## config.mk

```make
export PLATFORM = sky130hd
export DESIGN_NAME = erp_recip
export DESIGN_NICKNAME = d
export VERILOG_FILES = /design/src/sv/erp_pkg.sv /design/src/sv/erp_recip.sv
export SDC_FILE = /design/constraint.sdc
export NUM_CORES = 2
export LEC_CHECK = 0
export ABC_AREA = 1
export BUFFER_PORTS_ARGS = -buffer_cell sky130_fd_sc_hd__buf_4
export CAP_MARGIN = 20
export CELL_PAD_IN_SITES_DETAIL_PLACEMENT = 1
export CELL_PAD_IN_SITES_GLOBAL_PLACEMENT = 2
export CORE_MARGIN = 1
export CORE_UTILIZATION = 38
export CTS_BUF_LIST = sky130_fd_sc_hd__clkbuf_8
export DETAILED_ROUTE_END_ITERATION = 7
export MAX_ROUTING_LAYER = met4
export PLACE_DENSITY_LB_ADDON = 0.1
export SETUP_SLACK_MARGIN = 0.5
export SYNTH_ARGS = -nofsm -noshare
export SYNTH_HDL_FRONTEND = slang
export SYNTH_SLANG_ARGS = --single-unit
```

## constraint.sdc

```tcl
create_clock -name clk -period 8.9 [get_ports clk]
set_input_delay 0.89 -clock clk [delete_from_list [all_inputs] [get_ports clk]]
set_output_delay 0.89 -clock clk [all_outputs]
set_load 0.03 [all_outputs]
```

## src/sv/erp_pkg.sv

```systemverilog
// ----------------------------------------------------------------------------
// erp_pkg
// Shared types, codes and constant helpers for the exponential pipeline.
// ----------------------------------------------------------------------------
`default_nettype none

package erp_pkg;

	typedef enum logic [1:0] {
		ST_OK  = 2'd0,
		ST_OVF = 2'd1,
		ST_UNF = 2'd2,
		ST_NAN = 2'd3
	} erp_status_t;

	// per-item control that rides along the whole pipe
	typedef struct packed {
		logic        neg;
		erp_status_t spec;
		logic        last;
		logic [7:0]  k;
	} erp_tag_t;

	localparam logic [63:0] LN2_Q64   = 64'hB17217F7D1CF79AC;
	localparam logic [63:0] C1_Q40    = 64'd1099366932046;
	localparam logic [63:0] C2_Q40    = 64'd547878507735;
	localparam logic [63:0] C3_Q40    = 64'd175408608416;
	localparam logic [63:0] C4_Q40    = 64'd32286169389;
	localparam logic [31:0] QNAN_BITS = 32'h7FC00000;
	localparam logic [31:0] PINF_BITS = 32'h7F800000;

	// Q.40 coefficient rounded half up to f fraction bits
	function automatic logic [63:0] q40_to_f(input logic [63:0] c, input int f);
		return (((c << 1) >> (40 - f)) + 64'd1) >> 1;
	endfunction

	// ln2 rounded to nearest at f fraction bits
	function automatic logic [63:0] ln2_f(input int f);
		return ((LN2_Q64 >> (63 - f)) + 64'd1) >> 1;
	endfunction

endpackage

`default_nettype wire

```

## src/sv/erp_recip.sv

```systemverilog
// ----------------------------------------------------------------------------
// erp_recip
// Pipelined restoring divider: q = floor(2^(F+30) / p), 31 quotient bits,
// four bits per stage (three in the last), plus a sticky bit for a nonzero remainder.
// ----------------------------------------------------------------------------
`default_nettype none

module erp_recip #(
	parameter int F = 28
) (
	input  wire logic              clk,
	input  wire logic              arst_n,
	input  wire logic              en,
	input  wire logic              v_in,
	input  wire erp_pkg::erp_tag_t tag_in,
	input  wire logic [F:0]        up_in,
	output logic                   v_out,
	output erp_pkg::erp_tag_t      tag_out,
	output logic [F:0]             up_out,
	output logic [30:0]            q_out,
	output logic                   sticky_out
);
	import erp_pkg::*;

	localparam int NST   = 8;
	localparam int PER   = 4;
	localparam int NSTEP = 31;

	logic        v_s   [0:NST];
	erp_tag_t    tag_s [0:NST];
	logic [F:0]  up_s  [0:NST];
	logic [F:0]  rem_s [0:NST];
	logic [30:0] q_s   [0:NST];

	assign v_s[0]   = v_in;
	assign tag_s[0] = tag_in;
	assign up_s[0]  = up_in;
	assign rem_s[0] = (F + 1)'(1) << F;
	assign q_s[0]   = '0;

	for (genvar g = 0; g < NST; g++) begin : g_stage
		logic [F:0]  rem_w, rs;
		logic [30:0] q_w;

		always_comb begin
			rem_w = rem_s[g];
			q_w   = q_s[g];
			rs    = rem_w;
			for (int j = 0; j < PER; j++) begin
				if (g * PER + j < NSTEP) begin
					rs = (g * PER + j == 0) ? rem_w : {rem_w[F-1:0], 1'b0};
					if (rs >= up_s[g]) begin
						rem_w = rs - up_s[g];
						q_w   = {q_w[29:0], 1'b1};
					end else begin
						rem_w = rs;
						q_w   = {q_w[29:0], 1'b0};
					end
				end
			end
		end

		always_ff @(posedge clk or negedge arst_n) begin
			if (!arst_n) begin
				v_s[g+1] <= 1'b0;
			end else if (en) begin
				v_s[g+1] <= v_s[g];
			end
		end

		always_ff @(posedge clk) begin
			if (en) begin
				tag_s[g+1] <= tag_s[g];
				up_s[g+1]  <= up_s[g];
				rem_s[g+1] <= rem_w;
				q_s[g+1]   <= q_w;
			end
		end
	end

	assign v_out      = v_s[NST];
	assign tag_out    = tag_s[NST];
	assign up_out     = up_s[NST];
	assign q_out      = q_s[NST];
	assign sticky_out = rem_s[NST] != '0;

endmodule

`default_nettype wire

```

* Word-level counts from Yosys, hierarchy flattened
Index checks and enable logic that the tools add are counted.
W data, S select, Z words.
** Storage, ports and cells
- Flip-flop bits (word level) :: 704
- Bits in latches :: 0
- RAM bits :: 0
- ROM bits :: 0
- Input bits :: 45
- Output and inout port bits :: 74
- Logic and storage cells :: 197
- Memories kept :: 0
** Operators by class
- Add/subtract/negate cells :: 31
- Multipliers :: 0
- Div/mod/pow operators :: 0
- Magnitude comparators :: 31
- Eq/ne operators :: 0
- Shifts and indexed selects :: 0
- Multiplexer cells :: 62
- Bitwise gates (word level) :: 0
- Reductions and logical operators :: 1
** Operators by type and width (number)
- $ge A29 B29 Y1 :: 30
- $mux W28 :: 30
- $sub A28 B28 Y28 :: 29
- $mux W1 :: 31
- $ge A29 B29 Y1 const A :: 1
- $mux W29 :: 1
- $reduce_bool A29 Y1 :: 1
- $sub A29 B29 Y29 :: 1
- $sub A1 B28 Y28 const A :: 1

* Depth between registers and ports, before layout
- Word-level depth :: 8
- Mapped depth :: 59
- Mapped depth without buffers :: 55

* Least setup slack after synthesis
No wires, ideal clock.
- Kind :: input-to-reg
- Start point :: in up_in[0]
- End point :: reg rem_s[212] in the netlist's numbering (data pin)
- Setup time :: 253 ps
- Arrival time :: 6973 ps
- Required time :: 8647 ps
- Slack :: 1674 ps
- Stages on the path :: 49
- Buffers on the path :: 5
- Path through :: buf_6 -> inv_4 -> ha_1 -> nand2_1 -> nor2_4 -> nand2_2 -> nor2_1 -> nand3b_1 -> nor2_1 -> nand3_1 -> nor2_1 -> xor2_1 -> nor2_1 -> ha_1 -> nand2_1 -> nor2_1 -> nand2_1 -> inv_1 -> [13 not listed] -> nand2_1 -> nand3_2 -> nand3_4 -> inv_2 -> buf_6 -> or2_0 -> and2_1 -> ha_1 -> a21oi_1 -> a21boi_4 -> inv_1 -> a21oi_2 -> nand3b_1 -> nand3b_1 -> buf_4 -> buf_4 -> nand2_1 -> nand2_1
** On the way
- Word-level cells in the longest chain between the ends :: 8
- Elaborated cells on any way between the ends :: 12
- Those cells by class :: add/sub (4); order compare (4); mux (4)
** Ends and longest elaborated chain
- start: declaration :: RTL line erp_recip.sv:16 : input wire logic [F:0] up_in,
- $sub A1 B28 Y28 / $ge A29 B29 Y1 (equally long branches) :: RTL line erp_recip.sv:53, erp_recip.sv:52
- $mux W28 :: RTL line erp_recip.sv:52 : if (rs >= up_s[g]) begin
- $sub A28 B28 Y28 / $ge A29 B29 Y1 (equally long branches) :: RTL line erp_recip.sv:53, erp_recip.sv:52
- $mux W28 :: RTL line erp_recip.sv:52
- $sub A28 B28 Y28 / $ge A29 B29 Y1 (equally long branches) :: RTL line erp_recip.sv:53, erp_recip.sv:52
- $mux W28 :: RTL line erp_recip.sv:52
- $sub A28 B28 Y28 / $ge A29 B29 Y1 (equally long branches) :: RTL line erp_recip.sv:53, erp_recip.sv:52
- $mux W28 (*) :: RTL line erp_recip.sv:52
- named net g_stage[0].rem_w[9] :: RTL line erp_recip.sv:42 : logic [F:0] rem_w, rs;
- end signal: indexed assignment :: RTL line erp_recip.sv:75 : rem_s[g+1] <= rem_w;
- end: declaration :: RTL line erp_recip.sv:32 : logic [F:0] rem_s [0:NST];
The timed path passes the listed nets; every way through them passes the cells marked *.
A chain may end at the register's enable or synchronous reset.

* Worst setup path after layout
- Start point :: reg up_s[135] in the netlist's numbering
- End point :: reg rem_s[111] in the netlist's numbering (data pin)
** On the way
- Word-level cells in the longest chain between the ends :: 8
- Elaborated cells on any way between the ends :: 12
- Those cells by class :: add/sub (4); order compare (4); mux (4)
** Ends and longest elaborated chain
- start: declaration :: RTL line erp_recip.sv:31 : logic [F:0] up_s [0:NST];
- start signal: indexed assignment :: RTL line erp_recip.sv:74 : up_s[g+1] <= up_s[g];
- $sub A28 B28 Y28 / $ge A29 B29 Y1 (equally long branches) :: RTL line erp_recip.sv:53, erp_recip.sv:52
- $mux W28 :: RTL line erp_recip.sv:52
- $sub A28 B28 Y28 / $ge A29 B29 Y1 (equally long branches) :: RTL line erp_recip.sv:53, erp_recip.sv:52
- $mux W28 :: RTL line erp_recip.sv:52
- $sub A28 B28 Y28 / $ge A29 B29 Y1 (equally long branches) :: RTL line erp_recip.sv:53, erp_recip.sv:52
- $mux W28 :: RTL line erp_recip.sv:52
- $sub A28 B28 Y28 / $ge A29 B29 Y1 (equally long branches) :: RTL line erp_recip.sv:53, erp_recip.sv:52
- $mux W28 (*) :: RTL line erp_recip.sv:52
- named net g_stage[4].rem_w[24] :: RTL line erp_recip.sv:42
Marks and branches as above.

==> run metrics <==
DIE HEIGHT around 480 um; fin crit period around 8.3 ns; status complete, no violations; Tcrit/Tclk final between 90 and 100%; FF+latch area between 0.02 and 0.025 sq mm; post-synthesis async set-or-reset flop share 1.14%; CTS Sinks ~700; CP max stage delay approximately 0.57 ns; iteration-0 DRC count of the detailed router ~7800; number of global-route vias before repair 99900; Clk pin slew, worst setup/hold paths 0.07 ns; largest net degree at the start of global routing ~110; Starting Density 38.2%; clock root cell clkbuf_8; Fin. Hold Viols 0; Cells after DPL 17500; Mapped Cells around 14000; Total Routing Usage GR a little under two fifths; DRC viols 0; Clock Path Buffers 3; most used cell, CP nand2_1; Yosys warnings 0; worst setup path endpoint rem_s[111]; Area Growth Syn to Fin 24.1%; final WL 440000 um; worst reg2reg path depth just under 50; CP Class reg -> reg; Fill cells about 30000; worst-path fanout max 19; global-route wire length before repair around 630000 um; Worst R2R Start up_s[135]; initial antenna violation count 12; Synth Register Bits just over 700; register area share after synthesis 24.0%; top post-synthesis cells by area edfxtp_1, nand2_1, ha_1; worst slack at placement -0.820 ns; GPL Wtd Cong 1.05; ANT nets after route 0; Final Slew Violations 0; CTS tree done; fin util ~47%; r2r setup slk ~0.57 ns; maxcap violations 0; Slew Limit Headroom between 30 and 40%; die span in x roughly 480 um; syn_area_per_cell 6.50 sq um; Yosys cell types 64; Critical-path top delay cell edfxtp_1; Critical Path AT ~9 ns; Final HPWL DP ~370000 um; Min-Delay Path Class in -> reg; Synthesized Nets 14400; Post-synth top cells nand2_1, inv_1, nand3_1; grt total ovfl 0; area of the multi-input gates around 0.063 sq mm; PnR worst setup slack 0.571 ns; WL/cell around 25 um; number of synthesized flops with an enable pin roughly 700; I/O pin count 119; reg2reg end rem_s[111]; CTS buffer count 143; clk_skew 0.0793 ns; layout cell share with drive strength beyond 1 18.0%; Vias 99900; Max Freq 120 MHz; leading area contributor after synthesis edfxtp_1; DR pass1 iterations 6; worst skew pair latency 0.98 ns; crit path launch type flip-flop; RSZ-0062 raised after global routing true; Non-Filler Instances 18000; Worst setup startpoint up_s[135]; dominant synthesized flop cell edfxtp_1; count leader, synth nand2_1; die area 0.233 sq mm; Critical Path End Type flip-flop; Finish-stage setup viols 0; # nets final 15700; H-tree depth 4; setup_tns 0 ns; area share of the largest cell type after synthesis about a quarter; port buffer count around 120; Rows ~180; CORE AREA between 0.2 and 0.25 sq mm; worst slew pin tran 1.04 ns; vias per cell between 5 and 6; Synth Cell Area slightly below 0.09 sq mm; Data required, critical path 9.58 ns
## per-stage QoR
step                area [sq um]  hold WS [ns]
detailed placement         99300         0.405
finish                    109000         0.143
CTS                       104000        0.0697
floorplan                  87800         0.400
global route              109000        0.0753
global placement           99300         0.401
## worst min path at each step
| stage | from | end | slack [ns] | depth (start not counted) |
|---|---|---|---|---|
| floorplan | q_s[38] | q_out[10] | 0.40 | 0 |
| global placement | q_s[156] | q_s[129] | 0.40 | 0 |
| detailed placement | q_s[73] | q_s[46] | 0.41 | 0 |
| CTS | tag_in[7] | tag_s[91] | 0.07 | 1 |
| global route | tag_in[7] | tag_s[91] | 0.08 | 1 |
| finish | tag_in[7] | tag_s[91] | 0.14 | 1 |
## placed cells by master, fill, tap and decap left out, types with 45 or more instances in the layout
cell / synthesis / final
xnor2_1: 290 / 288
o21ai_1: 27 / 70
nand4_1: 210 / 210
nand3_1: 1186 / 1071
and2_1: 244 / 240
buf_4: 93 / 1296
a21o_1: 89 / 89
nand2_1: 4267 / 4129
or2_2: 70 / 70
clkbuf_8: 1 / 146
o21ai_0: 450 / 390
nand2_2: 26 / 158
nor2_2: 10 / 132
buf_12: 0 / 45
nand3_2: 22 / 119
edfxtp_1: 696 / 696
nor2_1: 1118 / 968
nor3_1: 145 / 114
ha_2: 0 / 83
ha_1: 849 / 635
o21bai_1: 92 / 85
inv_1: 1823 / 1793
xor2_1: 275 / 273
inv_2: 19 / 47
a21oi_2: 11 / 119
a21oi_1: 898 / 780
ha_4: 0 / 131
nand3b_1: 169 / 169
## registers in the layout, indices dropped and copies added (netlist names)
register	cells
up_s	203
tag_s	84
q_s	112
up_out	29
tag_out	12
q_out	31
rem_s	225
v_out	1
v_s	7
## cell type report
cell class / count / share of cell area, %
Timing Repair Buffer: 1380 / 10.3
Clock buffer: 146 / 1.84
Tap cell: 3026 / 3.47
Clock inverter: 111 / 0.929
Antenna cell: 6 / 0.0138
Multi-Input combinational cell: 10700 / 57.6
Inverter: 1855 / 6.53
Timing Repair inverter: 4 / 0.0264
Sequential cell: 704 / 19.4
## timing repair
action	CTS	global route
hold buffers	1	0
gates resized for setup	270	897
buffers inserted	82	110
pin swaps	17	86
gates cloned	2	10
endpoints found under the hold margin	8	0
endpoints found under the setup margin	174	203
## routing by layer
layer  global-route usage (%)  routed length (um)
met4                     15.0               21300
met3                     4.78               28100
met2                     57.6              195000
met1                     49.3              196000
met5                        -                   0
## worst max-delay path: cells and delay by family, from the launching register on
kind                     cells  cell delay, ns
AO/OA/AOI/OAI                7            1.29
adder cells (fa/ha/maj)      4            1.27
buffers and inverters       11            1.60
flip-flops                   1            0.57
AND/OR/NAND/NOR             27            3.25
## logic make-up (layout without fill, tap and decap cells)
| group | count (synthesis) | count (layout) | synth area share (%) |
|---|---|---|---|
| AO/OA/AOI/OAI | 1765 | 1765 | 11.3 |
| XOR/XNOR | 565 | 565 | 5.63 |
| adder cells (fa/ha/maj) | 856 | 856 | 12.3 |
| buffers and inverters | 2064 | 3496 | 9.74 |
| flip-flops | 704 | 704 | 24.0 |
| multiplexers | 1 | 1 | 0.0114 |
| other | 0 | 6 | 0 |
| AND/OR/NAND/NOR | 7553 | 7555 | 37.1 |
Power is not shown: default switching activity piles up to over one toggle a cycle in this logic, so the estimate is an artifact.
