<file path="src/sv/erp_pkg.sv">
// ----------------------------------------------------------------------------
// erp_pkg
// Shared types, codes and constant helpers for the exponential pipeline.
// ----------------------------------------------------------------------------
`default_nettype none

package erp_pkg;

	typedef enum logic [1:0] {
		ST_OK  = 2'd0,
		ST_OVF = 2'd1,
		ST_UNF = 2'd2,
		ST_NAN = 2'd3
	} erp_status_t;

	// per-item control that rides along the whole pipe
	typedef struct packed {
		logic        neg;
		erp_status_t spec;
		logic        last;
		logic [7:0]  k;
	} erp_tag_t;

	localparam logic [63:0] LN2_Q64   = 64'hB17217F7D1CF79AC;
	localparam logic [63:0] C1_Q40    = 64'd1099366932046;
	localparam logic [63:0] C2_Q40    = 64'd547878507735;
	localparam logic [63:0] C3_Q40    = 64'd175408608416;
	localparam logic [63:0] C4_Q40    = 64'd32286169389;
	localparam logic [31:0] QNAN_BITS = 32'h7FC00000;
	localparam logic [31:0] PINF_BITS = 32'h7F800000;

	// Q.40 coefficient rounded half up to f fraction bits
	function automatic logic [63:0] q40_to_f(input logic [63:0] c, input int f);
		return (((c << 1) >> (40 - f)) + 64'd1) >> 1;
	endfunction

	// ln2 rounded to nearest at f fraction bits
	function automatic logic [63:0] ln2_f(input int f);
		return ((LN2_Q64 >> (63 - f)) + 64'd1) >> 1;
	endfunction

endpackage

`default_nettype wire

</file>
<file path="src/sv/erp_kdiv.sv">
// ----------------------------------------------------------------------------
// erp_kdiv
// Range reduction: k = floor(ax / ln2), r = ax - k*ln2, two quotient bits
// per stage over four stages.
// ----------------------------------------------------------------------------
`default_nettype none

module erp_kdiv #(
	parameter int F = 28
) (
	input  wire logic              clk,
	input  wire logic              arst_n,
	input  wire logic              en,
	input  wire logic              v_in,
	input  wire erp_pkg::erp_tag_t tag_in,
	input  wire logic [F+6:0]      ax_in,
	output logic                   v_out,
	output erp_pkg::erp_tag_t      tag_out,
	output logic [F-1:0]           r_out
);
	import erp_pkg::*;

	localparam int AXW = F + 7;
	localparam logic [AXW-1:0] LN2F = AXW'(ln2_f(F));

	logic           v_s   [0:4];
	erp_tag_t       tag_s [0:4];
	logic [AXW-1:0] rem_s [0:4];

	assign v_s[0]   = v_in;
	assign tag_s[0] = tag_in;
	assign rem_s[0] = ax_in;

	for (genvar g = 0; g < 4; g++) begin : g_stage
		localparam logic [AXW-1:0] DHI = LN2F << (7 - 2 * g);
		localparam logic [AXW-1:0] DLO = LN2F << (6 - 2 * g);
		logic [AXW-1:0] r_mid, r_nxt;
		logic           b_hi, b_lo;
		erp_tag_t       t_nxt;

		always_comb begin
			b_hi  = rem_s[g] >= DHI;
			r_mid = b_hi ? rem_s[g] - DHI : rem_s[g];
			b_lo  = r_mid >= DLO;
			r_nxt = b_lo ? r_mid - DLO : r_mid;
			t_nxt = tag_s[g];
			t_nxt.k[7 - 2 * g] = b_hi;
			t_nxt.k[6 - 2 * g] = b_lo;
		end

		always_ff @(posedge clk or negedge arst_n) begin
			if (!arst_n) begin
				v_s[g+1] <= 1'b0;
			end else if (en) begin
				v_s[g+1] <= v_s[g];
			end
		end

		always_ff @(posedge clk) begin
			if (en) begin
				tag_s[g+1] <= t_nxt;
				rem_s[g+1] <= r_nxt;
			end
		end
	end

	assign v_out   = v_s[4];
	assign tag_out = tag_s[4];
	assign r_out   = rem_s[4][F-1:0];

endmodule

`default_nettype wire

</file>
<file path="config.mk">
export PLATFORM = sky130hd
export DESIGN_NAME = erp_kdiv
export DESIGN_NICKNAME = d
export VERILOG_FILES = /design/src/sv/erp_pkg.sv /design/src/sv/erp_kdiv.sv
export SDC_FILE = /design/constraint.sdc
export NUM_CORES = 1
export LEC_CHECK = 0
export BUFFER_PORTS_ARGS = -buffer_cell sky130_fd_sc_hd__buf_2
export CAP_MARGIN = 25
export CORE_ASPECT_RATIO = 0.7
export CORE_MARGIN = 3
export CORE_UTILIZATION = 40
export CTS_CLUSTER_DIAMETER = 120
export CTS_CLUSTER_SIZE = 10
export DETAILED_ROUTE_END_ITERATION = 10
export PLACE_DENSITY = 0.66
export SLEW_MARGIN = 20
export SYNTH_ARGS = -nofsm -noshare
export SYNTH_HDL_FRONTEND = slang
export SYNTH_SLANG_ARGS = --single-unit
</file>
<file path="constraint.sdc">
create_clock -name clk -period 6.9 [get_ports clk]
set_input_delay 1.38 -clock clk [delete_from_list [all_inputs] [get_ports clk]]
set_output_delay 1.38 -clock clk [all_outputs]
set_load 0.01 [all_outputs]
</file>
=== Yosys cells after proc, flatten, opt, wreduce, memory -nomap -nowiden ===
Cells that the tools add are included.

* Output and inout bits: 41
* Memories kept: 0
* ROM bits: 0
* Latch bits: 0
* Flip-flop bits (word level): 185
* Memory bits (writable): 0

* Order comparisons: 8
* Shift-type cells: 0
* Equal/unequal tests: 0
* Add/sub/neg operators: 8
* Multiply operators: 0
* Reductions and logical operators: 0
* Div/mod/pow operators: 0
* Muxes and demuxes: 8
* Bitwise gates (word level): 0

{| class="wikitable"
|+ Operators by type and width
! cell !! count
|-
| 2-to-1 mux 35 bit || 7
|-
| >= comparator 35 x 28 -> 1 bit (second input constant) || 1
|-
| >= comparator 35 x 29 -> 1 bit (second input constant) || 1
|-
| >= comparator 35 x 30 -> 1 bit (second input constant) || 1
|-
| >= comparator 35 x 31 -> 1 bit (second input constant) || 1
|-
| >= comparator 35 x 32 -> 1 bit (second input constant) || 1
|-
| >= comparator 35 x 33 -> 1 bit (second input constant) || 1
|-
| >= comparator 35 x 34 -> 1 bit (second input constant) || 1
|-
| >= comparator 35 bit (second input constant) || 1
|-
| subtractor 35 x 29 -> 35 bit (second input constant) || 1
|-
| subtractor 35 x 30 -> 35 bit (second input constant) || 1
|-
| subtractor 35 x 31 -> 35 bit (second input constant) || 1
|-
| subtractor 35 x 32 -> 35 bit (second input constant) || 1
|-
| subtractor 35 x 33 -> 35 bit (second input constant) || 1
|-
| subtractor 35 x 34 -> 35 bit (second input constant) || 1
|-
| subtractor 35 bit (second input constant) || 1
|-
| 2-to-1 mux 28 bit || 1
|-
| subtractor 28 bit (second input constant) || 1
|}

=== Depth between registers and ports, before layout ===
Gate-level depths: netlist (run 1).

* Depth in word-level cells: 4
* Mapped depth: 23
* Mapped depth without buffers: 17

=== Least setup slack after synthesis (run 1) ===
OpenSTA, ideal clock, no wires.

* Path type: input port to flip-flop
* From: input port ax_in[28]
* To: register rem_s[128] (netlist bit), data pin
* Buffers on the path: 5
* Path slack: 1624 ps
* Arrival: 5018 ps
* Stages: 19
* Path through: buf_2 > nor3_1 > o21bai_1 > a32oi_1 > and3_1 > buf_2 > clkbuf_1 > buf_1 > xnor2_1 > ha_1 > o2111ai_1 > a21oi_1 > nor2b_1 > nand3_1 > a31oi_1 > nor2_1 > buf_2 > or3_1 > xnor2_1

* Longest elaborated chain between the ends: 4
* Elaborated cells between the ends (all ways): 6
* Those cells by class: add/sub (2); order compare (2); mux (2)

{| class="wikitable"
|+ Ends and longest elaborated chain
! what !! RTL line !! text
|-
| start: declaration || erp_kdiv.sv:16 || <nowiki>input wire logic [F+6:0] ax_in,</nowiki>
|-
| >= comparator 35 bit or subtractor 35 bit (tied branches) || erp_kdiv.sv:42, erp_kdiv.sv:43 ||
|-
| 2-to-1 mux 35 bit * || erp_kdiv.sv:43 || <nowiki>r_mid = b_hi ? rem_s[g] - DHI : rem_s[g];</nowiki>
|-
| subtractor 35 x 34 -> 35 bit or >= comparator 35 x 34 -> 1 bit (tied branches) || erp_kdiv.sv:45, erp_kdiv.sv:44 ||
|-
| 2-to-1 mux 35 bit * || erp_kdiv.sv:45 || <nowiki>r_nxt = b_lo ? r_mid - DLO : r_mid;</nowiki>
|-
| named net g_stage[0].r_nxt[23] || erp_kdiv.sv:37 || <nowiki>logic [AXW-1:0] r_mid, r_nxt;</nowiki>
|-
| end signal: indexed assignment || erp_kdiv.sv:62 || <nowiki>rem_s[g+1] <= r_nxt;</nowiki>
|-
| end: declaration || erp_kdiv.sv:28 || <nowiki>logic [AXW-1:0] rem_s [0:4];</nowiki>
|}

The timed path passes the listed nets; every way through them passes the cells marked *.
A chain may end at the register's enable or synchronous reset.

=== Worst setup path in the final report (run 1) ===
* From: input port ax_in[20]
* To: register rem_s[114] (netlist bit), data pin

The elaborated chain is that of the path after synthesis.

==> results.yml, run 1 <==
global_route:
  antenna_found_initial: 3
  grt_max_degree: 119
  grt_pass1_wl_mm: 66.1
  grt_usage_pct: 20.2
  grt_pass1_vias: 12073
  overflow: 0
synth:
  avgSynthCellArea_um2: 8.68
  synth_warnings: 0
  syn_nets: 1797
  syn_inst: 1738
  synth_edf_count: 169
  seq_area_frac_synth_pct: 34.3
  synth_top_area_share_pct: 33.6
  async_flop_share_pct: 2.31
  ys.flop_type: "edfxtp_1"
  synthesis.area_um2: 15100
  synth_cell_types: 104
  yosys-top-cells-area: "edfxtp_1 34%, xnor2_1 7.9%, xor2_1 4.6%"
  netlist.top_cell.by_area: "edfxtp_1"
  synth.ff_latch_count: 173
worst_setup_path:
  crit_type: "in2reg"
  path_max_fanout: 15
  endpoint_kind: "flop"
  startpoint: "ax_in[20]"
  worstPathArrival_ns: 6.10
  r2r_start: "rem_s[73]"
  cp.required_ns: 7.10
  startpoint_type: "input pin"
drt:
  via_count: 13567
  ant_nets: 0
  routed_wirelength_mm: 41.1
  routedWlPerCell_um: 18.4
  viasPerCell: 6.09
  drc_errors: 0
  drtPass1Iterations: 6
  drtIter0Drc: 1533
die:
  die_w_um: 238
  die_h_um: 168
  start_util_pct: 41.3
  io_pins: 92
  coreArea_um2: 36600
  dieArea_um2: 40100
  placementRows: 58
power:
  combPwrFrac_pct: 48.5
  ir_drop_uv: 173
  p_switching_mw: 2.47
  p_int_mw: 3.28
  p_sw_share_pct: 42.9
  seqPwrFrac_pct: 35.4
  power_leakage_nw: 5.56
  power.clock.fraction_pct: 16.1
  p_per_area_nw_per_um2: 356
clocking:
  holdBufCountCts: 0
  clock_path_buffers: 2
  cts_resized: 0
  clock-root-buffer: "clkbuf_16"
  h-tree-depth: 4
  post-cts-setup-buffers: 0
  cts.clk_slew.worst_paths_ns: 0.07
  clock-sinks: 173
  cts-buffers-inserted: 17
  clock_latency_ns: 0.45
  cts_tree: "yes"
timing:
  grt_setup_unrepaired: "false"
  hold_viol: 0
  tns_ns: 0
  finClkSkew_ns: 0.0154
  setup_ws_ns: 1.00
  slew_headroom_pct: 35.4
  final_max_slew_viol_count: 0
  fin_crit_sh_pct: 85.5
  max_freq_ghz: 0.170
  period_needed_ns: 5.90
  worst_pin_slew_ns: 0.963
  setup_violations: 0
layout:
  drive_gt1_share_pct: 12.2
  layout.cells.most_common: "edfxtp_1"
  area_delta_synth_final_pct: 7.17
  diodes: 0
  finalNetCount: 1796
  final_cell_mix: "169 x edfxtp_1, 166 x nand2_1, 141 x nor2_1"
worst_hold_path:
  hold_class: "reg2reg"
  hp-start: "g_stage[2].t_nxt[8]"
placement:
  place_hpwl_mm: 31.0
  preCtsSetupSlack_ns: 0.765
  port_buffers: 83
  routabilityCongestion: 0.929
run_status:
  status: "completed"
run:
  maxCapViolCount: 0
[worst max-delay path: stages]
cell and delay [ns]:
buf_2 0.17, a211oi_1 0.25, o21ai_0 0.15, a32oi_1 0.63, and3_1 0.56, inv_1 0.27
buf_4 0.24, a211oi_1 0.37, o211a_1 0.21, a31oi_1 0.11, o21ai_0 0.45, a31oi_1 0.18
nor2_1 0.40, inv_1 0.16, buf_4 0.23, a32oi_1 0.23, xnor2_1 0.11
[registers in the layout, summed over array words and instances (netlist names)]
signal         flops
v_out              1
g_stage.t_nxt     24
r_out             28
tag_out           12
rem_s            105
v_s                3
[power by group through the flow]
stage               Combinational [mW]  Sequential (mW)  Clock, mW
floorplan                         2.40             1.80          0
global placement                  2.70             2.04          0
detailed placement                2.73             2.05          0
CTS                               2.76             2.03      0.958
global route                      3.08             2.09       1.00
finish                            2.79             2.04      0.927
[metal layers]
layer	share of wire (%)	GRT usage, %
met4	0.60	3.31
met5	0.032	0
met1	52	33.3
met3	9.3	4.77
met2	38	26.3
[Yosys cell counts, types with 15 or more instances]
| cell type | instances |
|---|---|
| o21ai_0 | 95 |
| xor2_1 | 79 |
| inv_1 | 43 |
| nor2_1 | 141 |
| a211oi_1 | 25 |
| o31ai_1 | 16 |
| a31oi_1 | 37 |
| nor4_1 | 21 |
| o211ai_1 | 25 |
| buf_4 | 33 |
| clkbuf_1 | 39 |
| nand4_1 | 29 |
| edfxtp_1 | 169 |
| nor2b_1 | 15 |
| o21a_1 | 15 |
| a21oi_1 | 84 |
| nor3_1 | 55 |
| nor3b_1 | 15 |
| and3_1 | 24 |
| xnor2_1 | 136 |
| or3_1 | 25 |
| mux2i_1 | 15 |
| nand2_1 | 166 |
| nand3_1 | 67 |
| buf_2 | 47 |
[through the flow]
| step | utilization (%) | cells | area, µm² | power (mW) | hold WS, ns |
|---|---|---|---|---|---|
| 6_report | 44.2 | 2229 | 16200 | 5.75 | 0.419 |
| 5_1_grt | 44.2 | 2229 | 16200 | 6.18 | 0.428 |
| 4_1_cts | 44.2 | 2228 | 16200 | 5.74 | 0.421 |
| 3_5_place_dp | 42.7 | 2197 | 15600 | 4.78 | 0.405 |
| 3_3_place_gp | 42.7 | 2197 | 15600 | 4.74 | 0.401 |
| 2_1_floorplan | - | 1738 | 15100 | 4.20 | 0.400 |
[final cells by class]
| cell class | instances | area, µm² |
|---|---|---|
| flip-flops and latches | 173 | 5170 |
| fillers | 3606 | 20400 |
| inverters | 47 | 176 |
| repair buffers | 113 | 647 |
| clock inverters | 13 | 130 |
| well taps | 480 | 601 |
| multi-input cells | 1385 | 9010 |
| clock buffers | 18 | 429 |
[kinds of logic (layout without fill, tap and decap cells)]
group                      count (synthesis)  count (layout)  synth area share (%)
DFF                                      173             173                  34.3
and+or+nand+nor                          684             684                  24.1
adders and majority gates                  8               8                 0.663
buffers and inverters                    180             191                  6.00
AOI/OAI and AO/OA                        447             447                  20.3
xor gates and xnor gates                 215             215                  12.5
muxes                                     31              31                  2.19
[path summary, 6_finish.rpt]
path	to	slack, ns	cells after the start
worst min-delay path	g_stage[3].t_nxt[8]	0.42	0
max in group asynchronous	v_s[1]	6.06	1
worst max-delay path	rem_s[114]	1.00	17
worst min register to register	g_stage[3].t_nxt[8]	0.42	0
min in group asynchronous	v_s[3]	0.73	1
worst max register to register	rem_s[58]	1.06	14
No activity file was read; power rests on OpenSTA's default activity.
==> run 2, diff against run 1 <==
CELL_PAD_IN_SITES_DETAIL_PLACEMENT = 1   (was not set)
CELL_PAD_IN_SITES_GLOBAL_PLACEMENT = 2   (was not set)
CORE_UTILIZATION = 39   (was 40)
PLACE_DENSITY = not set   (was 0.66)
PLACE_DENSITY_LB_ADDON = 0.1   (was not set)
==> run 2 against run 1 <==
Effect of this change:
- combinational power is 4% higher
- die area is 2.5% higher
- count of clock-buffer cells in the layout is 1 lower
- cell count is 1.1% higher
- fmax is 1.6% higher
- non-clock buffer count is 16 higher
- total power is 4.3% higher
- clock skew is 0.0022 ns lower
- critical path type is now reg2reg
- largest power group unchanged
==> results.yml, run 2 (synthesis gave the netlist of run 1 again) <==
run_status:
  status: "completed"
timing:
  max_freq_ghz: 0.172
  tns_ns: 0
  setup_violations: 0
  fin_crit_sh_pct: 84.1
  final_max_slew_viol_count: 0
  setup_ws_ns: 1.10
  grt_setup_unrepaired: "false"
  hold_viol: 0
  period_needed_ns: 5.80
  finClkSkew_ns: 0.0132
  slew_headroom_pct: 37.0
  worst_pin_slew_ns: 0.940
worst_setup_path:
  r2r_end: "rem_s[93]"
  cp.required_ns: 7.10
  crit_type: "reg2reg"
  reg2reg_depth: 13
  path_max_fanout: 19
  endpoint_kind: "flop"
  startpoint_type: "flop"
  r2r_start: "rem_s[117]"
  worstPathArrival_ns: 6.00
  r2r_setup_slack_ns: 1.10
drt:
  routed_wirelength_mm: 49.4
  ant_nets: 0
  drtPass1Iterations: 5
  drtIter0Drc: 1454
  drc_errors: 0
  via_count: 13870
  routedWlPerCell_um: 21.9
  viasPerCell: 6.15
layout:
  final_area_um2: 16400
  largest_reg_flops: 105
  final_cell_mix: "169 x edfxtp_1, 166 x nand2_1, 141 x nor2_1"
  drive_gt1_share_pct: 13.1
  final_core_util_pct: 43.5
  finalNetCount: 1812
  diodes: 0
  area_delta_synth_final_pct: 8.58
  layout.cells.most_common: "edfxtp_1"
  regMostFlops: "rem_s"
placement:
  routabilityCongestion: 0.917
  dpl_cell_area_um2: 15700
  place_hpwl_mm: 37.9
  preCtsSetupSlack_ns: 0.773
  port_buffers: 83
die:
  placementRows: 59
  io_pins: 92
  start_util_pct: 40.1
  die_h_um: 171
  dieArea_um2: 41100
  coreArea_um2: 37600
  die_w_um: 241
global_route:
  grt_max_degree: 74
  antenna_found_initial: 0
  grt_pass1_vias: 13190
  overflow: 0
  grt_usage_pct: 24.2
  grt_pass1_wl_mm: 78.1
clocking:
  cts-buffers-inserted: 17
  post-cts-setup-buffers: 0
  clock_latency_ns: 0.46
  h-tree-depth: 4
  cts_resized: 0
  cts.clk_slew.worst_paths_ns: 0.08
  clock-root-buffer: "clkbuf_16"
  cts_tree: "yes"
  clock_path_buffers: 2
  clock-sinks: 173
  holdBufCountCts: 0
worst_hold_path:
  hold_end: "tag_out[10]"
  worstHoldPathCells: 0
  hp-start: "g_stage[3].t_nxt[10]"
  hold_class: "reg2reg"
power:
  ir_drop_uv: 213
  total_power_mw: 6.00
  power_leakage_nw: 5.67
  p_per_area_nw_per_um2: 366
run:
  maxCapViolCount: 0
==> run 2: cell count changes in the layout (fill, tap and decap cells not counted), moves of 2 or more <==
cell        change
buf_4          +15
clkinv_8        +6
inv_12          +2
clkinvlp_4      -2
inv_6           -4
clkinv_4        +2
==> run 2: how the worst max path moves through the flow <==
| stage | from | to | slack (ns) | cells past startpoint |
|---|---|---|---|---|
| final | rem_s[117] | rem_s[93] | 1.10 | 13 |
| after global routing | rem_s[119] | rem_s[96] | 0.74 | 13 |
| after CTS | ax_in[7] | rem_s[137] | 1.26 | 16 |
| after detailed placement | ax_in[8] | rem_s[137] | 0.77 | 16 |
| after global placement | ax_in[7] | rem_s[137] | 0.88 | 17 |
| after floorplan | ax_in[28] | rem_s[128] | 1.62 | 19 |
==> run 2: through the flow <==
stage | hold slack [ns] | cells
6_report | 0.424 | 2254
5_1_grt | 0.434 | 2254
4_1_cts | 0.426 | 2253
3_5_place_dp | 0.405 | 2221
3_3_place_gp | 0.401 | 2220
2_1_floorplan | 0.400 | 1738
==> run 2: where the power goes <==
group	total (mW)	internal [mW]	leakage [nW]	switching, mW
Sequential	2.07	1.63	1.69	0.431
Clock	1.03	0.500	0.304	0.529
Combinational	2.91	1.19	3.68	1.72
Total	6.00	3.32	5.67	2.68
==> run 2: cell type report <==
cell class,count,area [µm²]
clock buffers,17,425
clock inverters,15,211
inverters,47,176
multi-input cells,1385,9010
repair buffers,129,772
fillers,4442,21300
flip-flops and latches,173,5170
well taps,488,611
==> run 2: worst max-delay path, cell delays in order, from the launching register on <==
cell       delay (ns)
edfxtp_1         0.59
nor4bb_1         0.68
a31oi_1          0.21
o21ai_1          0.67
a21oi_4          0.33
buf_4            0.32
a2111oi_2        0.36
o31ai_1          0.22
or4_1            0.61
a211o_1          0.26
and3_1           0.46
inv_2            0.41
o21ai_0          0.20
xor2_1           0.18
==> run 2: per-layer routing <==
metal  up-vias  track usage (%)  wire length [µm]  part of all wire (%)
li1       6510                -                 -                     -
met1      6983             42.3             28200                    57
met2       364             29.7             18100                    37
met3        13             4.46              2940                   6.0
met4         0             2.93               188                  0.38
met5         -                0                 0                     0
