$ cat src/sv/erp_pkg.sv
// ----------------------------------------------------------------------------
// erp_pkg
// Shared types, codes and constant helpers for the exponential pipeline.
// ----------------------------------------------------------------------------
`default_nettype none

package erp_pkg;

	typedef enum logic [1:0] {
		ST_OK  = 2'd0,
		ST_OVF = 2'd1,
		ST_UNF = 2'd2,
		ST_NAN = 2'd3
	} erp_status_t;

	// per-item control that rides along the whole pipe
	typedef struct packed {
		logic        neg;
		erp_status_t spec;
		logic        last;
		logic [7:0]  k;
	} erp_tag_t;

	localparam logic [63:0] LN2_Q64   = 64'hB17217F7D1CF79AC;
	localparam logic [63:0] C1_Q40    = 64'd1099366932046;
	localparam logic [63:0] C2_Q40    = 64'd547878507735;
	localparam logic [63:0] C3_Q40    = 64'd175408608416;
	localparam logic [63:0] C4_Q40    = 64'd32286169389;
	localparam logic [31:0] QNAN_BITS = 32'h7FC00000;
	localparam logic [31:0] PINF_BITS = 32'h7F800000;

	// Q.40 coefficient rounded half up to f fraction bits
	function automatic logic [63:0] q40_to_f(input logic [63:0] c, input int f);
		return (((c << 1) >> (40 - f)) + 64'd1) >> 1;
	endfunction

	// ln2 rounded to nearest at f fraction bits
	function automatic logic [63:0] ln2_f(input int f);
		return ((LN2_Q64 >> (63 - f)) + 64'd1) >> 1;
	endfunction

endpackage

`default_nettype wire

$ cat src/sv/erp_pack.sv
// ----------------------------------------------------------------------------
// erp_pack
// Round to a 24-bit significand, place k in the exponent field, apply
// overflow, underflow and special cases; registered result stage.
// ----------------------------------------------------------------------------
`default_nettype none

module erp_pack #(
	parameter int F = 28
) (
	input  wire logic              clk,
	input  wire logic              arst_n,
	input  wire logic              en,
	input  wire logic              v_in,
	input  wire erp_pkg::erp_tag_t tag_in,
	input  wire logic [F:0]        up_in,
	input  wire logic [30:0]       q_in,
	input  wire logic              sticky_in,
	output logic                   v_out,
	output logic [31:0]            y_out,
	output erp_pkg::erp_status_t   st_out,
	output logic                   last_out
);
	import erp_pkg::*;

	logic [F+23:0]      wx;
	logic [23:0]        mant0;
	logic               gd, rest;
	logic [24:0]        mant_r;
	logic signed [9:0]  kx, bexp, bexp_r;
	logic [22:0]        frac;
	logic [31:0]        y;
	erp_status_t        st;

	always_comb begin
		wx = {up_in[F-1:0], 24'b0};
		kx = $signed({2'b00, tag_in.k});
		if (tag_in.neg) begin
			if (up_in[F]) begin
				mant0 = 24'h800000;
				gd    = 1'b0;
				rest  = 1'b0;
				bexp  = 10'sd127 - kx;
			end else begin
				mant0 = wx[F+23:F];
				gd    = wx[F-1];
				rest  = |wx[F-2:0];
				bexp  = 10'sd126 - kx;
			end
		end else begin
			mant0 = q_in[30:7];
			gd    = q_in[6];
			rest  = (|q_in[5:0]) | sticky_in;
			bexp  = 10'sd127 + kx;
		end
		mant_r = {1'b0, mant0} + 25'(gd & (rest | mant0[0]));
		bexp_r = bexp + $signed({9'b0, mant_r[24]});
		frac   = mant_r[24] ? mant_r[23:1] : mant_r[22:0];
	end

	always_comb begin
		case (tag_in.spec)
			ST_NAN: begin
				y  = QNAN_BITS;
				st = ST_NAN;
			end
			ST_OVF: begin
				y  = PINF_BITS;
				st = ST_OVF;
			end
			ST_UNF: begin
				y  = '0;
				st = ST_UNF;
			end
			default: begin
				if (bexp < 10'sd1) begin
					y  = '0;
					st = ST_UNF;
				end else if (bexp_r >= 10'sd255) begin
					y  = PINF_BITS;
					st = ST_OVF;
				end else begin
					y  = {1'b0, bexp_r[7:0], frac};
					st = ST_OK;
				end
			end
		endcase
	end

	always_ff @(posedge clk or negedge arst_n) begin
		if (!arst_n) begin
			v_out <= 1'b0;
		end else if (en) begin
			v_out <= v_in;
		end
	end

	always_ff @(posedge clk) begin
		if (en) begin
			y_out    <= y;
			st_out   <= st;
			last_out <= tag_in.last;
		end
	end

endmodule

`default_nettype wire

$ cat config.mk
export PLATFORM = sky130hd
export DESIGN_NAME = erp_pack
export DESIGN_NICKNAME = d
export VERILOG_FILES = /design/src/sv/erp_pkg.sv /design/src/sv/erp_pack.sv
export SDC_FILE = /design/constraint.sdc
export NUM_CORES = 1
export LEC_CHECK = 0
export ABC_AREA = 1
export BUFFER_PORTS_ARGS = -buffer_cell sky130_fd_sc_hd__buf_2
export CAP_MARGIN = 20
export CORE_ASPECT_RATIO = 1.25
export CORE_MARGIN = 2
export CORE_UTILIZATION = 45
export DETAILED_ROUTE_END_ITERATION = 6
export MAX_ROUTING_LAYER = met4
export PLACE_DENSITY_LB_ADDON = 0.1
export SLEW_MARGIN = 5
export SYNTH_ARGS = -nofsm -noshare
export SYNTH_HDL_FRONTEND = slang
export SYNTH_SLANG_ARGS = --single-unit
$ cat constraint.sdc
create_clock -name clk -period 1.7 [get_ports clk]
set_input_delay 0.34 -clock clk [delete_from_list [all_inputs] [get_ports clk]]
set_output_delay 0.34 -clock clk [all_outputs]
set_load 0.02 [all_outputs]
==> Word level (Yosys, flattened, before mapping) <==
Cells that the tools add are included.
{ "word_totals": {"ff_bits": 36, "latch_bits": 0, "ram_bits": 0, "mem_bits_ro": 0, "input_bits": 77, "output_inout_bits": 36, "wordCells": 34, "memories": 0} }
{ "classes": {"addsub": 5, "multipliers": 0, "div_mod_pow": 0, "order_cmp": 2, "eq_ne": 3, "shift": 0, "muxes": 15, "bitwise": 3, "n_reduce_logical": 2} }
{ "op_table": {"columns": ["op", "count"], "rows": [
  ["31-bit case mux with 3 select lines", 1],
  ["31-bit 2-to-1 mux", 2],
  ["24-bit 2-to-1 mux", 2],
  ["24-bit by 1-bit adder with 25-bit output", 1],
  ["23-bit 2-to-1 mux", 1],
  ["10-bit 2-to-1 mux", 2],
  ["7-bit by 8-bit subtractor with 9-bit output, first input constant", 2],
  ["10-bit by 2-bit adder with 10-bit output", 1],
  ["10-bit by 9-bit greater-or-equal comparator with 1-bit output, second input constant", 1],
  ["10-bit by 2-bit < comparator with 1-bit output, second input constant", 1],
  ["7-bit by 8-bit adder with 9-bit output, first input constant", 1],
  ["2-bit case mux with 3 select lines", 1],
  ["6-bit OR reduction", 1],
  ["1-bit 2-to-1 mux", 5],
  ["2-bit == test, second input constant", 2],
  ["3-bit OR reduction", 1],
  ["2-bit by 1-bit == test with 1-bit output, second input constant", 1],
  ["2-bit 2-to-1 mux", 1],
  ["1-bit bitwise OR", 2],
  ["1-bit AND", 1]
]} }

==> Longest topological paths before layout <==
Gate-level depths: netlist of run 1.
{ "depth": {"depth_word": 11, "depth_mapped": 35, "ltp_nobuf": 34} }

==> Worst setup path before layout of run 1 <==
Ideal clock, no wire load.
{ "synth_timing": {"path_kind": "input -> register", "start": "input port up_in[28]", "end": "register y_out[12], data pin", "setup_time_ns": 0.254, "t_arrival_ns": 3.311, "required_time_ns": 1.446, "path_slack_ns": -1.865, "path_stages": 32, "path_buffers": 1, "path_cell_list": "inv_1 nand2_2 inv_2 nand2_1 nand2_1 nand2_1 inv_1 ha_1 inv_1 nor2_2 nand2_1 nor2_4 nand2_1 nor2_1 nand3_1 nor2_1 nand2_1 inv_1 ha_1 ha_1 nand3_1 nor2_1 nand2_1 o21ai_1 nand2_1 nor2_1 nand2_1 nand2_1 nand2_2 nand2_2 buf_6 nor2_1"} }
{ "synth_between": {"elab_chain_cells": 10, "word_cells_on_any_way": 18, "classes_between": "2 x add/sub; 2 x order compare; 12 x mux; 2 x bitwise"} }
{ "synth_rtl": {"columns": ["element", "line_no", "source"], "rows": [
  ["from (decl)", "erp_pack.sv:16", "input wire logic [F:0] up_in,"],
  ["1-bit 2-to-1 mux / 24-bit 2-to-1 mux (equally long branches)", "erp_pack.sv:39", "if (up_in[F]) begin"],
  ["1-bit 2-to-1 mux / 24-bit 2-to-1 mux (equally long branches)", "erp_pack.sv:38", "if (tag_in.neg) begin"],
  ["1-bit bitwise OR", "erp_pack.sv:56", "mant_r = {1'b0, mant0} + 25'(gd & (rest | mant0[0]));"],
  ["1-bit AND", "erp_pack.sv:56", null],
  ["24-bit by 1-bit adder with 25-bit output", "erp_pack.sv:56", null],
  ["10-bit by 2-bit adder with 10-bit output", "erp_pack.sv:57", "bexp_r = bexp + $signed({9'b0, mant_r[24]});"],
  ["10-bit by 9-bit greater-or-equal comparator with 1-bit output", "erp_pack.sv:79", "end else if (bexp_r >= 10'sd255) begin"],
  ["31-bit 2-to-1 mux", "erp_pack.sv:79", null],
  ["31-bit 2-to-1 mux *", "erp_pack.sv:76", "if (bexp < 10'sd1) begin"],
  ["31-bit case mux with 3 select lines *", "erp_pack.sv:62", "case (tag_in.spec)"],
  ["net y[12]", "erp_pack.sv:32", "logic [31:0] y;"],
  ["to (signal assigned)", "erp_pack.sv:100", "y_out <= y;"],
  ["to (decl)", "erp_pack.sv:20", "output logic [31:0] y_out,"]
]} }
Mark *: on every way through the listed nets, which the timed path passes. The rest lies on a longest branch.
A chain may end at the register's enable or synchronous reset.

==> Worst setup path in the final report of run 1 <==
{ "layout_timing": {"start": "input port tag_in[11] (netlist name)", "end": "register y_out[10], data pin"} }
{ "layout_between": {"elab_chain_cells": 9, "word_cells_on_any_way": 14, "classes_between": "2 x add/sub; 2 x order compare; 8 x mux; 2 x bitwise"} }
{ "layout_rtl": {"columns": ["element", "line_no", "source"], "rows": [
  ["from (decl)", "erp_pack.sv:15", "input wire erp_pkg::erp_tag_t tag_in,"],
  ["1-bit 2-to-1 mux / 24-bit 2-to-1 mux (equally long branches)", "erp_pack.sv:38", null],
  ["1-bit bitwise OR", "erp_pack.sv:56", null],
  ["1-bit AND", "erp_pack.sv:56", null],
  ["24-bit by 1-bit adder with 25-bit output", "erp_pack.sv:56", null],
  ["10-bit by 2-bit adder with 10-bit output", "erp_pack.sv:57", null],
  ["10-bit by 9-bit greater-or-equal comparator with 1-bit output", "erp_pack.sv:79", null],
  ["31-bit 2-to-1 mux", "erp_pack.sv:79", null],
  ["31-bit 2-to-1 mux *", "erp_pack.sv:76", null],
  ["31-bit case mux with 3 select lines *", "erp_pack.sv:62", null],
  ["net y[10]", "erp_pack.sv:32", null]
]} }
Marks and branches as above.

==> metrics list, run 1 <==
* Run status: finished with violations
* Failing checks: negative setup slack
* Wire length reported by the detailed router: 10600 µm
- Setup violations remaining at the end of the flow were counted as 33.
- The core region is 6210 µm².
* Overall routing resource usage: 28.0%
- For this run, the top clock speed supported by timing is 0.291 GHz.
- TritonCTS built the clock tree.
* Number of global-route vias before repair: 3610
* Netlist cell types: 38
* Syn-to-layout area delta: 81.5%
* Worst vdd ir: 0.000419 V
* Clock root buffer: sky130_fd_sc_hd__clkbuf_8
- The multi-input combinational cells in the finished layout cover a total of 2140 µm².
- Effective utilization at floorplan: 47.0%
- Final HPWL DP: 6860 µm
- Mapped Nets: 480
- Global-route congestion overflow total: 0
- In the final routed layout, each cell accounts on average for 14.6 µm.
- Register area: 1050 µm²
- Placer congestion estimate: 0.889
- Worst Skew: 0 ns
- Met2 wire len: 5730 µm
- Final Slew Violations: 0
- Largest area contributor in the netlist: sky130_fd_sc_hd__edfxtp_1
- Clock latency on the worst-skew pair: 0.28 ns
- H-tree depth: 2
- Number of hold violations in the final report: 0
* Met3 wirelength from detailed routing: 552 µm
* Crit path max fanout: 5
* Router iterations before antenna repair: 5
- Largest net degree at the start of global routing: 30
- DR DRC count: 0
- Critical path endpoint category: flip-flop
* Number of DRC markers in iteration 0: 210
- The first global-routing pass estimated 15600 µm of wire.
* Number of placement rows: 32
* Number of fillers in the final layout: 354
- The detail route stage leaves a number of antenna-violating nets equal to 0.
- Predominant post-synthesis flop cell: sky130_fd_sc_hd__edfxtp_1
* Mapped Area: 2920 µm²
* Cell types with the largest area share after synthesis: sky130_fd_sc_hd__edfxtp_1, sky130_fd_sc_hd__nand2_1, sky130_fd_sc_hd__nand3_1
* Top library cells by usage in the layout, fill and taps aside: sky130_fd_sc_hd__buf_4, sky130_fd_sc_hd__buf_2, sky130_fd_sc_hd__nand2_1
- In the finished design, the share of the clock period the worst path needs comes to 202%.
- The die is 76.0 µm wide.
- WS Path Type: input pin to flip-flop
- Sequential fraction of the synthesis area: 35.9%
- Clock-pin slew was measured on the worst setup and hold paths at 0.07 ns.
* Worst Hold Slack: 0.232 ns
* Kind of start point of the critical path: input pin
- Worst Hold Class: input pin to flip-flop
* Critical path data required time: 1.75 ns
* M1 WL: 3960 µm
* Number of top-level pins: 113
* Register bit count reported by yosys: 35
- The number of antenna diodes in the final layout is 0.
- Number of sinks on the clock net: 35
- Share of async-settable or async-resettable flops after synthesis: 2.86%
- The analysis attributes to cell leakage a power of 2.53 nW.
- For this run, the post-layout net count is 723.
- Routed signal wires occupy layers up through met4.
- Die Y-Extent: 94.0 µm
- Max-cap violations in this run came to 0.
- The library cell used most frequently in the layout, excluding fill and tap cells, is sky130_fd_sc_hd__buf_4.
* Post-Place Setup Slack: -2.02 ns
* Maximum number of buffers from clock root to sink: 2
* Setup slack of the critical path after layout: -1.74 ns
* Number of enable flip-flop cells after synthesis: 34
* Detailed-route vias per instance: 5.21
- Area fraction of the dominant cell type after synthesis: 35.0%
* Minimum period implied by the final worst setup slack: 3.44 ns
- RSZ-0062 raised after global routing: yes
- Area of the die: 7150 µm²
* Mean instance size in the synthesized netlist: 7.33 µm²
* Count of vias placed by the detailed router: 3791
- Data arrives at the worst endpoint at 3.49 ns.
* Initial antenna violation count: 0
* Share of post-route cells with drive strength above 1: 59.5%
* Synth Instances: 398
* TritonCTS Buffers: 5
- Yosys warning count: 0
- Port bufs: 111
- Cell area power density: 516 nW/µm²
==> area by class of cell <==
| type | count | share of cell area, % |
|---|---|---|
| flip-flops and latches | 35 | 19.8 |
| multi-input cells | 312 | 40.4 |
| well taps | 85 | 2.01 |
| repair buffers | 245 | 32.6 |
| clock inverters | 1 | 0.0946 |
| clock buffers | 7 | 1.63 |
| inverters | 42 | 3.48 |
==> where the power goes <==
| part | switching, mW | total, mW | internal, mW |
|---|---|---|---|
| combinational | 0.583 | 1.08 | 0.498 |
| sequential | 0.0138 | 1.03 | 1.01 |
| clock | 0.295 | 0.622 | 0.327 |
==> routing by layer <==
layer	global-route usage (%)	up-vias
li1	-	1832
met5	-	-
met1	30.9	1732
met4	12.7	0
met2	50.4	185
met3	4.23	42
==> logic make-up (layout without fill, tap and decap cells) <==
logic type | after synthesis | in the layout | synth area share, %
other | 1 | 1 | 0.129
XOR/XNOR | 12 | 12 | 3.60
buffers and inverters | 52 | 295 | 8.02
AO/OA/AOI/OAI | 46 | 46 | 10.9
adder cells (fa/ha/maj) | 5 | 5 | 2.15
flip-flops | 35 | 35 | 35.9
AND/OR/NAND/NOR | 246 | 247 | 38.9
multiplexers | 1 | 1 | 0.386
==> what timing repair did <==
action	in CTS	in global routing
setup buffers	32	5
endpoints found under the setup margin	33	33
pin swaps	48	46
endpoints found under the hold margin	1	0
gates resized for setup	73	68
hold buffers	1	0
gates cloned	4	0
==> flip-flops by register name (all words and copies together), names as in the netlist <==
signal    count
y_out        31
st_out        2
last_out      1
v_out         1
==> worst max-delay path: stages <==
cell and delay [ns]:
sky130_fd_sc_hd__buf_6 0.12, sky130_fd_sc_hd__inv_2 0.10, sky130_fd_sc_hd__nand2_1 0.09, sky130_fd_sc_hd__nand2_2 0.09
sky130_fd_sc_hd__nand2_2 0.07, sky130_fd_sc_hd__buf_4 0.13, sky130_fd_sc_hd__buf_4 0.12, sky130_fd_sc_hd__buf_4 0.12
sky130_fd_sc_hd__buf_4 0.12, sky130_fd_sc_hd__buf_4 0.13, sky130_fd_sc_hd__buf_4 0.12, sky130_fd_sc_hd__buf_4 0.12
sky130_fd_sc_hd__buf_4 0.12, sky130_fd_sc_hd__buf_4 0.13, sky130_fd_sc_hd__buf_4 0.12, sky130_fd_sc_hd__buf_4 0.12
sky130_fd_sc_hd__buf_4 0.14, sky130_fd_sc_hd__nor2_4 0.14, sky130_fd_sc_hd__nand3_4 0.10, sky130_fd_sc_hd__nor2_4 0.13
sky130_fd_sc_hd__nand2_1 0.07, sky130_fd_sc_hd__xor2_1 0.21, sky130_fd_sc_hd__inv_1 0.14, sky130_fd_sc_hd__nor2_4 0.15
sky130_fd_sc_hd__inv_2 0.08, sky130_fd_sc_hd__nand2_1 0.13, sky130_fd_sc_hd__nor2_4 0.05
==> path summary, 6_finish.rpt <==
path	from	endpoint	slack, ns	cells past startpoint
max in group asynchronous	arst_n	v_out	1.26	2
hold reg to reg	v_out	v_out	0.50	1
setup / recovery	tag_in[11]	y_out[10]	-1.74	27
setup reg to reg	v_out	v_out	0.97	1
min in group asynchronous	arst_n	v_out	0.35	2
hold / removal	tag_in[8]	last_out	0.23	1
==> cells in the mapped netlist (2+ instances only) <==
| cell type | count |
|---|---|
| sky130_fd_sc_hd__nand2_1 | 108 |
| sky130_fd_sc_hd__nor2_1 | 48 |
| sky130_fd_sc_hd__nand3_1 | 41 |
| sky130_fd_sc_hd__inv_1 | 36 |
| sky130_fd_sc_hd__edfxtp_1 | 34 |
| sky130_fd_sc_hd__a22o_1 | 15 |
| sky130_fd_sc_hd__nor2_2 | 14 |
| sky130_fd_sc_hd__nand4_1 | 10 |
| sky130_fd_sc_hd__o21ai_0 | 10 |
| sky130_fd_sc_hd__nand2_2 | 9 |
| sky130_fd_sc_hd__xor2_1 | 7 |
| sky130_fd_sc_hd__a21oi_1 | 5 |
| sky130_fd_sc_hd__ha_1 | 5 |
| sky130_fd_sc_hd__inv_2 | 5 |
| sky130_fd_sc_hd__xnor2_1 | 5 |
| sky130_fd_sc_hd__buf_2 | 4 |
| sky130_fd_sc_hd__nand3_2 | 4 |
| sky130_fd_sc_hd__a22oi_1 | 3 |
| sky130_fd_sc_hd__buf_4 | 3 |
| sky130_fd_sc_hd__buf_6 | 3 |
| sky130_fd_sc_hd__nor2_4 | 3 |
| sky130_fd_sc_hd__o21ai_1 | 3 |
| sky130_fd_sc_hd__or2_2 | 3 |
| sky130_fd_sc_hd__a31oi_1 | 2 |
| sky130_fd_sc_hd__nor3_1 | 2 |
| sky130_fd_sc_hd__nor4_1 | 2 |
| sky130_fd_sc_hd__o22ai_1 | 2 |
| sky130_fd_sc_hd__o31ai_1 | 2 |
==> stage by stage <==
stage / power (mW) / TNS, ns / instance area [µm²] / instances / util (%)
2_1_floorplan: 1.47 / -52.47 / 3000 / 398 / -
3_3_place_gp: 1.88 / -60.03 / 4410 / 686 / 71.0
3_5_place_dp: 1.89 / -63.64 / 4410 / 686 / 71.0
4_1_cts: 2.62 / -48.93 / 5090 / 729 / 82.0
5_1_grt: 2.84 / -59.14 / 5290 / 727 / 85.3
6_report: 2.73 / -52.03 / 5290 / 727 / 85.3
Note: power is estimated with default switching activity, not from simulation.
==> inputs of run 2 (changes only) <==
- GPL_TIMING_DRIVEN: not set -> 0
- TNS_END_PERCENT: not set -> 10
==> metrics list, run 2 (synthesis gave the netlist of run 1 again) <==
- Launching instance or port of the critical path: up_in[28]
- The library cell used most frequently in the layout, excluding fill and tap cells, is sky130_fd_sc_hd__buf_2.
- H-tree depth: 2 (unchanged)
- Final ANT Viol Nets: 0 (unchanged)
- The maximum fanout along the worst path came to 6 (+1).
* Ratio of final minimum period to clock period: 203% (+0.81 points)
* RSZ-0062 raised after global routing: yes
- The total via count after detailed routing is 3418 (-9.8%).
- The clock sink count was 35 (unchanged).
- Final Slew Violations: 0 (unchanged)
* Effective utilization at floorplan: 47.0% (unchanged)
* Reg-to-Reg Start: v_out
- The maximum number of pins on one net before global-route repair came to 36 (+20%).
- Count of placed standard cells in the final layout, fillers left out: 665 (-8.5%)
- The power per cell area is 544 nW/µm² (+5.5%).
- The highest clock frequency the design can meet came to 0.289 GHz (-0.40%).
* Critical hold path startpoint: tag_in[8]
* Clock transition at the registers of the reported paths: 0.07 ns (about the same)
* CTS tree: yes
* Registers with the highest flip-flop counts: y_out: 31 flops, st_out: 2 flops
* Maximum number of buffers from clock root to sink: 2 (unchanged)
- The number of global-route vias before repair was 3153 (-13%).
- Global-route congestion overflow total: 0 (unchanged)
* Cell-internal power: 1.65 mW (-10%)
- The worst pin sits at a relative slew slack of 50.7%.
- The diode insertion count for antenna repair was 0 (unchanged).
* Worst Hold Slack: 0.232 ns (-0.000185 ns)
- The worst clock skew was 0 ns (unchanged).
* Combinational Power Share: 34.9% (-4.7 points)
* Critical path endpoint category: flip-flop
* WS Path Type: input pin to flip-flop
- The slowest stage of the critical path is the sky130_fd_sc_hd__nor2_1 cell.
* Clock latency on the worst-skew pair: 0.28 ns (about the same)
* Seq pwr share: 42.4% (+4.8 points)
- Final layout net count: 661 (-8.6%)
- Worst Hold Class: input pin to flip-flop
* Number of hold violations in the final report: 0 (unchanged)
- Clock network power share: 22.7% (about the same)
- Kind of start point of the critical path: input pin
- Total negative slack: -55.41 ns (-3.38 ns)
- Transition time of the tightest slew-check pin: 0.740 ns
* Port bufs: 111 (unchanged)
* Placer congestion estimate: 0.878 (-1.3%)
- The clock period minus worst slack is 3.46 ns (+0.0137 ns).
* Overall routing resource usage: 24.7% (-3.4 points)
* Detailed-route vias per instance: 5.14 (-1.4%)
- Clock root buffer: sky130_fd_sc_hd__clkbuf_8
- The die area is 7150 µm² (unchanged).
- Run status: finished with violations
- Initial antenna violation count: 0 (unchanged)
- Number of top-level pins: 113 (unchanged)
- Horizontal extent of the die: 76.0 µm (unchanged)
- Wire length reported by the detailed router: 8860 µm (-17%)
- Fraction of power spent switching nets: 32.1% (-0.59 points)
- The routed length per placed instance was 13.3 µm (-8.9%).
* DR DRC count: 0 (unchanged)
- Router iterations before antenna repair: 5 (unchanged)
- The total power after layout was 2.42 mW (-11%).
* Cell with the most instances on the worst path: sky130_fd_sc_hd__nand2_2
- The number of setup violations in the final report came to 32 (-3.0%).
- The count of placed standard cells including taps was 594 (-13%).
- The utilization of the core after routing is 71.8% (-13 points).
- Max reg flops: 31 (unchanged)
* Final HPWL DP: 5920 µm (-14%)
* Critical path data required time: 1.74 ns (about the same)
* Number of placement rows: 32 (unchanged)
- Die Y-Extent: 94.0 µm (unchanged)
* Register containing the most flip-flops in the final layout: y_out
* Syn-to-layout area delta: 52.8%
* Share of post-route cells with drive strength above 1: 47.1% (-12 points)
- Number of DRC markers in iteration 0: 165 (-21%)
* TritonCTS Buffers: 5 (unchanged)
- Global-route wire length before repair: 13900 µm (-11%)
- The final reports fail on negative setup slack.
- Floorplan Core Area: 6210 µm² (unchanged)
* Setup slack of the critical path after layout: -1.76 ns (-0.0137 ns)
* Max stage delay on crit path: 0.19 ns (-0.02 ns)
- Max_cap viols: 0 (unchanged)
- Crit path arrival time: 3.49 ns (about the same)
* Leakage: 2.13 nW (-16%)
* Top library cells by usage in the layout, fill and taps aside: sky130_fd_sc_hd__buf_2, sky130_fd_sc_hd__nand2_1, sky130_fd_sc_hd__buf_4
* Worst vdd ir: 0.000334 V (-20%)
- The switching component of the power is 0.777 mW (-13%).
==> run 2: cell types whose count changed in the layout (fill, tap and decap cells not counted), sizes merged <==
cell / previous run / this run
clkinv: 2 / 3
buf: 244 / 182
clkbuf: 7 / 6
==> run 2: layout make-up <==
class | instances | area [µm²]
inverter | 42 | 191
fill | 505 | 1750
clock inverter | 2 | 7.51
multi-input combinational | 312 | 1880
clock buffer | 6 | 72.6
buffer | 10 | 88.8
tap | 85 | 106
timing repair buffer | 173 | 1070
sequential | 35 | 1050
==> run 2: routing by layer <==
metal  up-vias  part of all wire [%]  global-route usage, %
met1      1521                    41                   28.7
met3        24                   6.2                   3.75
li1       1707                     -                      -
met4         0                   3.0                   11.8
met2       166                    50                   42.3
met5         -                     0                      -
==> run 2: repair_timing <==
item	CTS	global route
endpoints found under the hold margin	1	0
hold buffers	1	0
setup buffers	53	7
cloned	2	1
setup endpoints to repair	33	33
gates resized for setup	44	22
pin swaps	28	15
==> run 2: path summary, 6_finish.rpt <==
path	endpoint	slack, ns	depth (start not counted)
hold reg to reg	v_out	0.50	1
hold / removal	last_out	0.23	1
setup reg to reg	v_out	0.97	1
min in group asynchronous	v_out	0.36	2
max in group asynchronous	v_out	1.26	2
setup / recovery	y_out[0]	-1.76	36
==> run 2: power groups by stage <==
stage               registers, mW  clock network (mW)  logic [mW]
floorplan                    1.13                   0       0.334
global placement             1.05                   0       0.657
detailed placement           1.05                   0       0.665
CTS                          1.03               0.562       0.796
global route                 1.03               0.593       0.919
finish                       1.03               0.551       0.846
==> run 2: critical path: cells and delay by family <==
kind | cells | cell delay (ns)
simple gates | 24 | 2.12
buf+inv | 10 | 0.74
fa+ha+maj | 2 | 0.29
==> run 2: stage by stage <==
stage          instance area, µm²  worst slack, ns
2_1_floorplan                2980            -1.76
3_3_place_gp                 3640            -2.43
3_5_place_dp                 3640            -2.50
4_1_cts                      4320            -1.54
5_1_grt                      4460            -2.02
6_report                     4460            -1.76
